**config.mk**
```make
export PLATFORM = sky130hd
export DESIGN_NAME = sbq_cfg
export DESIGN_NICKNAME = d
export VERILOG_FILES = /design/src/sv/sbq_pkg.sv /design/src/sv/sbq_cfg.sv
export SDC_FILE = /design/constraint.sdc
export NUM_CORES = 1
export LEC_CHECK = 0
export BUFFER_PORTS_ARGS = -buffer_cell sky130_fd_sc_hd__buf_2
export CAP_MARGIN = 20
export CORE_MARGIN = 3
export CORE_UTILIZATION = 46
export DETAILED_ROUTE_END_ITERATION = 8
export PLACE_DENSITY = 0.74
export RECOVER_POWER = 100
export REMOVE_ABC_BUFFERS = 1
export SLEW_MARGIN = 20
export SYNTH_ARGS = -nofsm -noshare
export SYNTH_HDL_FRONTEND = slang
export SYNTH_SLANG_ARGS = --single-unit
```
**constraint.sdc**
```tcl
create_clock -name clk_i -period 1 [get_ports clk_i]
set_clock_uncertainty 0.2 [all_clocks]
set_input_delay 0.15 -clock clk_i [delete_from_list [all_inputs] [get_ports clk_i]]
set_output_delay 0.15 -clock clk_i [all_outputs]
set_load 0.05 [all_outputs]
```
**src/sv/sbq_pkg.sv**
```systemverilog
// Shared types and constants for the stereo biquad peaking filter.
// No dependencies; imported by every module of the block.
package sbq_pkg;

  localparam int ACC_W       = 64;
  localparam int NUM_COEF    = 5;
  localparam int CFG_IDX_W   = 3;
  localparam int QUEUE_DEPTH = 4;
  localparam int QPTR_W      = 2;
  localparam int QLVL_W      = 3;

  typedef enum logic [CFG_IDX_W-1:0] {
    CFG_B0     = 3'd0,
    CFG_B1     = 3'd1,
    CFG_B2     = 3'd2,
    CFG_A1     = 3'd3,
    CFG_A2     = 3'd4,
    CFG_ENABLE = 3'd5
  } cfg_reg_e;

  // Bypass items carry the raw samples in the low bits of the sums.
  typedef struct packed {
    logic             bypass;
    logic [ACC_W-1:0] left_sum;
    logic [ACC_W-1:0] right_sum;
  } sbq_item_t;

  typedef struct packed {
    logic              empty;
    logic [QLVL_W-1:0] level;
  } sbq_qstat_t;

endpackage

```
**src/sv/sbq_cfg.sv**
```systemverilog
// Coefficient and enable registers with their write channel.
// Depends on sbq_pkg.
module sbq_cfg #(
  parameter int COEF_WIDTH = 32
) (
  input  logic                                         clk_i,
  input  logic                                         rst_ni,
  input  logic                                         cfg_valid_i,
  output logic                                         cfg_ready_o,
  input  logic [sbq_pkg::CFG_IDX_W-1:0]                cfg_index_i,
  input  logic [COEF_WIDTH-1:0]                        cfg_data_i,
  output logic [sbq_pkg::NUM_COEF-1:0][COEF_WIDTH-1:0] coef_o,
  output logic                                         enable_o
);
  import sbq_pkg::*;

  localparam logic [NUM_COEF-1:0][COEF_WIDTH-1:0] COEF_RST =
    (NUM_COEF*COEF_WIDTH)'(1) << (COEF_WIDTH - 5);

  logic [NUM_COEF-1:0][COEF_WIDTH-1:0] coef_q, coef_d;
  logic                                enable_q, enable_d;

  assign cfg_ready_o = 1'b1;

  always_comb begin
    coef_d   = coef_q;
    enable_d = enable_q;
    if (cfg_valid_i) begin
      case (cfg_reg_e'(cfg_index_i))
        CFG_B0:     coef_d[CFG_B0] = cfg_data_i;
        CFG_B1:     coef_d[CFG_B1] = cfg_data_i;
        CFG_B2:     coef_d[CFG_B2] = cfg_data_i;
        CFG_A1:     coef_d[CFG_A1] = cfg_data_i;
        CFG_A2:     coef_d[CFG_A2] = cfg_data_i;
        CFG_ENABLE: enable_d = cfg_data_i[0];
        default:    enable_d = enable_q;
      endcase
    end
  end

  always_ff @(posedge clk_i or negedge rst_ni) begin
    if (!rst_ni) begin
      coef_q   <= COEF_RST;
      enable_q <= 1'b1;
    end else begin
      coef_q   <= coef_d;
      enable_q <= enable_d;
    end
  end

  assign coef_o   = coef_q;
  assign enable_o = enable_q;

endmodule

```
==> summary.md <==
| Metric | Value |
|---|---|
| Status | `finished with violations` |
| Violated checks | `negative hold slack, negative setup slack` |
| Pwr dens | `around 2600 nW/µm²` |
| Max transition margin | `between 60% and 70%` |
| CP Cell Sequence | `buf_8` |
| Crit path kind | `flip-flop to output port` |
| Core Region | `~13,000 µm²` |
| Max-slew violation count | `0` |
| Dpl hpwl | `approximately 9600 µm` |
| CTS tree | `yes` |
| First-pass DRT Iterations | `4` |
| Cell with the most instances after synthesis | `dfrtp_1` |
| Final setup violation count | `approximately 480` |
| Vias in the first global route | `4,931` |
| Chip Width | `roughly 120 µm` |
| Switch Pwr | `between 10 and 15 mW` |
| Row cnt | `roughly 40` |
| Port Buf Inserts | `just under 200` |
| Clock Pin Slew Worst Setup and Hold Paths | `0.06 ns` |
| WL/cell | `around 25 µm` |
| Worst EP arrival | `roughly 1.1 ns` |
| Post-route design area | `between 10,000 and 15,000 µm²` |
| Tcrit/Tclk final | `148%` |
| Initial antenna violation count | `1` |
| Top cell type's share of synthesized area | `roughly 64%` |
| CP startpoint kind | `flip-flop` |
| GRT Overall Usage | `about 29%` |
| Crit. End Element | `output port` |
| DRT iter0 DRCs | `about 280` |
| Distinct cells, synth | `14` |
| Setup ws final | `-0.483 ns` |
| Power consumption | `roughly 29 mW` |
| Fraction of layout cells with a size suffix above 1 | `73.1%` |
| Final hold viol count | `41` |
| Post-synth top area cell | `dfrtp_1` |
| RSZ-0062 raised after global routing | `true` |
| Post-route ant nets | `0` |
| Clk buf depth | `2` |
| Die Height | `122 µm` |
| Comb power frac | `45.6%` |
| CP required | `0.65 ns` |
| Vias per cell | `approximately 5.2` |
| Yosys warning count | `0` |
| Largest cells by area after synthesis | `dfrtp_1 (64%), mux2_2 (15%), mux2_1 (11%)` |
| Switching Share | `just under 40%` |
| Top delay family on crit path | `flip-flops` |
| Seq pwr share | `between 30% and 40%` |
| Clk pwr share | `around 22%` |
| Buf+Inv Stages, Crit Path | `1` |
| Largest net degree at the start of global routing | `39` |
| Post-layout nets | `between 700 and 800` |
| Internal power | `about 17 mW` |
| Vias | `4,636` |
| Max FO, Critical Path | `2` |
| Synth Instances | `approximately 350` |
| Mapped Area | `roughly 6200 µm²` |
| Clk sinks | `161` |
| Seq/Total Area, Yosys | `approximately 65%` |
| IO Pins | `200` |
| Worst IR Drop VDD | `~1600 µV` |
| Avg Inst Size Synth | `~18 µm²` |
| Fmax | `674 MHz` |
| Initial Utilization | `about half` |
| Placed instance area | `7460 µm²` |
| Die area | `14,900 µm²` |
| Fillers | `between 500 and 600` |
| Leakage power | `between 5 and 6 nW` |
| Post-synth EDFFs | `0` |
| GPL Wtd Cong | `about 0.74` |
| First-pass GRT wire length | `30,900 µm` |
| Hold Worst Slack | `-0.158 ns` |
| Crit-path max cell delay | `~0.56 ns` |
| Clock Latency Late Sink | `0.41 ns` |
| Worst min path class | `input port to flip-flop` |
| Grt ovf | `0` |
| CTS buffer count | `17` |
| CTS root buffer | `clkbuf_16` |
| Post-synth top cells | `dfrtp_1 (159), mux2_2 (81), mux2_1 (60)` |
| Min Tclk post-route | `1.48 ns` |
| Area delta synth->final | `77.6%` |
| DR DRC count | `0` |
| Primary FF master, synth | `dfrtp_1` |
| Critical path's slowest cell | `dfstp_2` |
| Share of flip-flops with an asynchronous set or reset | `100%` |
| FF+latch count, synth | `about 160` |
| Least-Margin Pin Slew | `roughly 0.57 ns` |
| H-tree Lvls | `4` |
| Routed wire length | `about 23,000 µm` |
| Max-cap violations | `0` |
## through the flow
stage | std cells | util [%] | setup TNS [ns] | setup slack (ns) | hold WS [ns]
5_1_grt | 891 | 85.3 | -115.98 | -0.502 | -0.151
6_report | 891 | 85.3 | -96.20 | -0.483 | -0.158
3_5_place_dp | 714 | 57.7 | -101.91 | -0.699 | -0.195
3_3_place_gp | 714 | 57.7 | -95.85 | -0.634 | -0.196
4_1_cts | 824 | 80.8 | -79.63 | -0.481 | -0.195
2_1_floorplan | 329 | - | -378.63 | -3.25 | -0.346
## sequential cells by signal, summed over array words and instances (netlist names)
name      count
coef_o      160
enable_o      1
## cell families after synthesis
| group | share of synthesized area, % |
|---|---|
| simple gates | 1.15 |
| mux | 30.4 |
| flops | 64.9 |
| other cells | 0.0604 |
| buf+inv | 3.43 |
## path summary, 6_finish.rpt
| kind | startpoint | end | slack, ns | depth (start not counted) |
|---|---|---|---|---|
| worst max-delay path | enable_o | enable_o | -0.48 | 1 |
| worst min-delay path | cfg_data_i[8] | coef_o[8] | -0.16 | 2 |
| worst max register to register | coef_o[126] | coef_o[126] | -0.25 | 3 |
| worst min register to register | coef_o[96] | coef_o[96] | 0.33 | 1 |
| max in group asynchronous | rst_ni | coef_o[21] | -0.15 | 3 |
| min in group asynchronous | rst_ni | coef_o[101] | 0.08 | 2 |
## cells in the final DEF, fill, tap and decap left out, drive strengths merged, types with 2 or more instances in the layout
cell         count
nor4bb           3
clkbuf          26
clkinv           6
mux2           161
dfstp            2
dlygate4sd3     25
bufinv           2
nand4b           2
dfrtp          159
buf            330
## power by group through the flow
stage	logic (mW)	clock network (mW)	registers, mW
finish	13.0	6.25	9.26
global route	13.4	6.60	9.36
CTS	11.8	6.26	9.11
detailed placement	8.76	0	8.83
global placement	8.65	0	8.75
floorplan	1.34	0	13.9
## metal layers
layer	wire length, µm	vias up	global-route usage (%)
met3	1490	42	8.17
li1	-	1951	-
met4	535	0	8.68
met2	11700	210	48.6
met1	8890	2433	36.2
met5	0	-	0
## timing repair
item,in CTS,in global routing
hold buffers,14,11
gates cloned,17,0
hold endpoints to repair,322,104
pin swaps,3,4
resized for setup,468,55
setup endpoints to repair,321,322
buffers inserted,47,76
## area by class of cell
class,count,area [µm²],share of cell area (%)
clock inverter,8,90.1,0.817
multi-input combinational,168,2430,22.1
tap,172,215,1.95
timing repair buffer,357,3790,34.4
clock buffer,24,462,4.19
sequential,161,4030,36.6
antenna,1,2.50,0.0227
No activity file was read; power rests on OpenSTA's default activity.
