## config.mk

```make
export PLATFORM = sky130hd
export DESIGN_NAME = sbq_queue
export DESIGN_NICKNAME = d
export VERILOG_FILES = /design/src/sv/sbq_pkg.sv /design/src/sv/sbq_queue.sv
export SDC_FILE = /design/constraint.sdc
export NUM_CORES = 1
export LEC_CHECK = 0
export ABC_AREA = 0
export BUFFER_PORTS_ARGS = -buffer_cell sky130_fd_sc_hd__buf_4
export CORE_MARGIN = 3
export CORE_UTILIZATION = 51
export CTS_CLUSTER_SIZE = 28
export DETAILED_ROUTE_END_ITERATION = 12
export PLACE_DENSITY = 0.75
export SLEW_MARGIN = 20
export SYNTH_ARGS = -nofsm -noshare
export SYNTH_HDL_FRONTEND = slang
export SYNTH_SLANG_ARGS = --single-unit
export TNS_END_PERCENT = 30
```

## constraint.sdc

```tcl
create_clock -name clk_i -period 3.95 [get_ports clk_i]
set_input_delay 0.395 -clock clk_i [delete_from_list [all_inputs] [get_ports clk_i]]
set_output_delay 0.395 -clock clk_i [all_outputs]
set_load 0.02 [all_outputs]
```

## src/sv/sbq_pkg.sv

```systemverilog
// Shared types and constants for the stereo biquad peaking filter.
// No dependencies; imported by every module of the block.
package sbq_pkg;

  localparam int ACC_W       = 64;
  localparam int NUM_COEF    = 5;
  localparam int CFG_IDX_W   = 3;
  localparam int QUEUE_DEPTH = 4;
  localparam int QPTR_W      = 2;
  localparam int QLVL_W      = 3;

  typedef enum logic [CFG_IDX_W-1:0] {
    CFG_B0     = 3'd0,
    CFG_B1     = 3'd1,
    CFG_B2     = 3'd2,
    CFG_A1     = 3'd3,
    CFG_A2     = 3'd4,
    CFG_ENABLE = 3'd5
  } cfg_reg_e;

  // Bypass items carry the raw samples in the low bits of the sums.
  typedef struct packed {
    logic             bypass;
    logic [ACC_W-1:0] left_sum;
    logic [ACC_W-1:0] right_sum;
  } sbq_item_t;

  typedef struct packed {
    logic              empty;
    logic [QLVL_W-1:0] level;
  } sbq_qstat_t;

endpackage

```

## src/sv/sbq_queue.sv

```systemverilog
// Short queue between the front end and the feedback stage.
// Depends on sbq_pkg.
module sbq_queue (
  input  logic                clk_i,
  input  logic                rst_ni,
  input  logic                push_i,
  input  sbq_pkg::sbq_item_t  item_i,
  input  logic                pop_i,
  output sbq_pkg::sbq_item_t  item_o,
  output sbq_pkg::sbq_qstat_t qstat_o
);
  import sbq_pkg::*;

  sbq_item_t         mem_q [QUEUE_DEPTH];
  logic [QPTR_W-1:0] wr_ptr_q, rd_ptr_q;
  logic [QLVL_W-1:0] level_q, level_d;

  always_comb begin
    level_d = level_q;
    case ({push_i, pop_i})
      2'b10:   level_d = level_q + QLVL_W'(1);
      2'b01:   level_d = level_q - QLVL_W'(1);
      default: level_d = level_q;
    endcase
  end

  always_ff @(posedge clk_i or negedge rst_ni) begin
    if (!rst_ni) begin
      wr_ptr_q <= '0;
      rd_ptr_q <= '0;
      level_q  <= '0;
    end else begin
      level_q <= level_d;
      if (push_i) wr_ptr_q <= wr_ptr_q + QPTR_W'(1);
      if (pop_i)  rd_ptr_q <= rd_ptr_q + QPTR_W'(1);
    end
  end

  always_ff @(posedge clk_i) begin
    if (push_i) mem_q[wr_ptr_q] <= item_i;
  end

  assign item_o        = mem_q[rd_ptr_q];
  assign qstat_o.level = level_q;
  assign qstat_o.empty = (level_q == '0);

endmodule

```

==> results.toml <==
[synthesis]
yosys.cell_count.top_type = "sky130_fd_sc_hd__edfxtp_1"
postSynth.topFlopCell = "sky130_fd_sc_hd__edfxtp_1"
async_flop_share_pct = 1.34
yosysWarningCount = 0
yosys_register_bits = 523
post_synth_most_frequent_cells = "sky130_fd_sc_hd__edfxtp_1 (516), sky130_fd_sc_hd__mux4_2 (129), sky130_fd_sc_hd__buf_2 (12), sky130_fd_sc_hd__buf_6 (11), sky130_fd_sc_hd__dfrtp_1 (7)"
synth_top_area_cell = "sky130_fd_sc_hd__edfxtp_1"
synth_fp_nets = 849
synth_largest_type_area_fraction_pct = 81.5
synth.yosys.seq_area_share_pct = 82.5
number_of_flops_mapped_to_enable_cells_by_yosys = 516
synth.avg_cell_area_um2 = 26.8
area_contributors_post_synth = "sky130_fd_sc_hd__edfxtp_1 (82%), sky130_fd_sc_hd__mux4_2 (15%), sky130_fd_sc_hd__dfrtp_1 (0.92%), sky130_fd_sc_hd__buf_6 (0.65%), sky130_fd_sc_hd__ha_1 (0.33%)"
synth.distinct_cells = 18
netlist_instances = 710
post_synth_instance_area_mm2 = 0.0190

[placement]
gp_routability_congestion = 0.700
pre_cts_ws_ns = 1.67
hpwl_um = 21200
numPortBuffers = 265

[global_routing]
grt_antenna_before_repair = 1
grt_pass1_wl_um = 57000
grt_overflow_total = 0
track_usage_pct = 19.2
grt_max_degree = 86
grt_pass1_vias = 9843

[critical_path]
regToRegEndpoint = "mem_q[3][28]"
crit_path_max_incr_delay_ns = 0.84
regToRegStartpoint = "wr_ptr_q[0]"
cell_class_contributing_the_biggest_share_of_worst_path_delay = "flip-flops"
timing.reg2reg.worst_path_depth = 3
critPathMaxFanout = 50
rrSetupSlack_ns = 1.82
timing.critical_path.from_type = "register"
required_worst_endpoint_ns = 3.56
crit_buf_inv = 2
critical_path.slowest_cell = "sky130_fd_sc_hd__dfrtp_4"
critical_path.cell_chain = "buf_12 > mux4_2 > buf_4"
criticalPathCategory = "register to primary output"
crit_path_end_kind = "primary output"
critical_path_arrival_ns = 2.42

[power]
cell_internal_pwr_mw = 13.0
pwr_density_cell_mw_per_mm2 = 759
switchingPower_mw = 5.59
p_leak_nw = 8.47
post-layout-total-power_mw = 18.6
power.share.combinational_pct = 33.0
clock_power_share_pct = 26.2
power.ir.vdd_worst_mv = 0.612
power_frac_seq_pct = 40.8
p_sw_share_pct = 30.1

[sta]
hold_ws_ns = 0.0361
timing.fmax_mhz = 356
setup_violations = 0
report.final.hold_viol_count = 0
clock_skew_ns = 0.0103
timing.max_slew.rel_slack_pct = 52.7
unrepaired_setup_endpoints_after_global_routing = "no"
finalMaxSlewViolations = 0
timing.final.ws_setup_ns = 1.14
finalCritPeriodShare_pct = 71.2
post-route-min-period_ns = 2.81
tightestPinTransition_ns = 0.710

[drt]
avgRoutedWirePerCell_um = 22.9
ant_nets = 0
drcViolationCount = 0
number_of_vias_after_detailed_routing = 8905
first_iter_violations = 512
wirelength_um = 37600
viasPerCell = 5.44
drt_pre_antenna_iters = 5

[floorplanning]
num_rows = 70
top_level_ports = 266
floorplan.core_area_mm2 = 0.0367
fp.dieW_um = 199
die_area_mm2 = 0.0396
initial_utilization_pct = 51.8
die_height_um = 199

[status]
status = "complete, no violations"

[min_path]
hold-path-endpoint = "mem_q[1][62]"
hold_path_class = "input pin to register"
worst_hold_path.num_cells = 1
timing.hold.worst.start = "item_i[62]"

[clocking]
cts_num_sinks = 523
clock_latency_ns = 0.57
cts_root_buffer = "sky130_fd_sc_hd__clkbuf_16"
cts_htree_levels = 2
post-cts-setup-buffer-count = 0
clk_path_buf_depth = 3
worst_setup_hold_path_clk_slew_ns = 0.06
cts_inserted_buffers = 50
cts_tree = "done"

[cells_and_area]
post_route_cells_drive_above_1_share_pct = 42.0
finalNetCount = 1269
area_growth_pct = 28.8
filler_cell_count = 2247

[flow_run]
max_cap_violations = 0
-- power by group through the flow --
stage	logic [mW]	registers [mW]	clock network, mW
2_1_floorplan	3.89	7.62	0
3_3_place_gp	6.11	7.63	0
3_5_place_dp	6.13	7.69	0
4_1_cts	6.26	7.58	4.97
5_1_grt	6.53	7.66	5.21
6_report	6.12	7.58	4.86
-- cells in the final DEF (no fill, tap or decap), types with 7 or more instances in the layout --
cell type and n:
sky130_fd_sc_hd__edfxtp_1 516, sky130_fd_sc_hd__buf_4 272, sky130_fd_sc_hd__mux4_2 129, sky130_fd_sc_hd__dlygate4sd3_1 117
sky130_fd_sc_hd__clkbuf_16 53, sky130_fd_sc_hd__clkbuf_1 9, sky130_fd_sc_hd__clkinv_2 9, sky130_fd_sc_hd__buf_12 8
sky130_fd_sc_hd__bufinv_16 7
-- worst max path at each step --
stage	from	endpoint	slack, ns	cells past startpoint
6_report	rd_ptr_q[1]	item_o[103]	1.14	3
2_1_floorplan	wr_ptr_q[1]	mem_q[1][0]	-0.11	3
3_5_place_dp	rd_ptr_q[0]	item_o[39]	1.67	3
3_3_place_gp	rd_ptr_q[0]	item_o[2]	1.68	3
5_1_grt	rd_ptr_q[0]	item_o[2]	0.98	3
4_1_cts	rd_ptr_q[0]	item_o[39]	1.04	3
-- routing by layer --
metal,share of wire (%),track usage (%),vias up
li1,-,-,3905
met1,39,24.8,4635
met2,51,31.8,304
met3,7.8,6.22,59
met4,2.0,5.23,2
met5,0.035,0,-
-- kinds of logic after synthesis --
family | share of synthesized area, %
AO/OA/AOI/OAI | 0.0527
XOR/XNOR | 0.277
adder cells (fa/ha/maj) | 0.435
buffers and inverters | 1.24
flip-flops | 82.5
multiplexers | 15.3
AND/OR/NAND/NOR | 0.237
-- stage by stage --
| stage | util [%] | instances | cell area (um2) | TNS, ns |
|---|---|---|---|---|
| 4_1_cts | 66.7 | 1636 | 24500 | 0 |
| 5_1_grt | 66.7 | 1636 | 24500 | 0 |
| 2_1_floorplan | - | 710 | 19000 | -19.59 |
| 6_report | 66.7 | 1637 | 24500 | 0 |
| 3_3_place_gp | 58.8 | 1429 | 21600 | 0 |
| 3_5_place_dp | 58.8 | 1429 | 21600 | 0 |
-- registers in the layout, summed over array words and instances (netlist names) --
name,cells
rd_ptr_q,2
mem_q,516
level_q,3
wr_ptr_q,2
-- worst reg2reg max path, delay by kind of cell, from the launching register on --
family	cells	cell delay, ns
buffers and inverters	1	0.59
AND/OR/NAND/NOR	1	0.56
adder cells (fa/ha/maj)	1	0.17
flip-flops	1	0.42
-- layout make-up --
cell class	instances	area (um2)	area share, %
Tap cell	468	586	2.39
Clock buffer	65	1400	5.73
Inverter	6	22.5	0.0920
Timing Repair Buffer	397	3370	13.8
Clock inverter	25	302	1.23
Sequential cell	523	15700	64.1
Multi-Input combinational cell	152	3110	12.7
Antenna cell	1	2.50	0.0102
-- what timing repair did --
action,CTS,global route
hold buffers,117,0
endpoints found under the setup margin,0,0
hold endpoints to repair,450,0
resized for setup,0,0
Note: power is estimated with default switching activity, not from simulation.
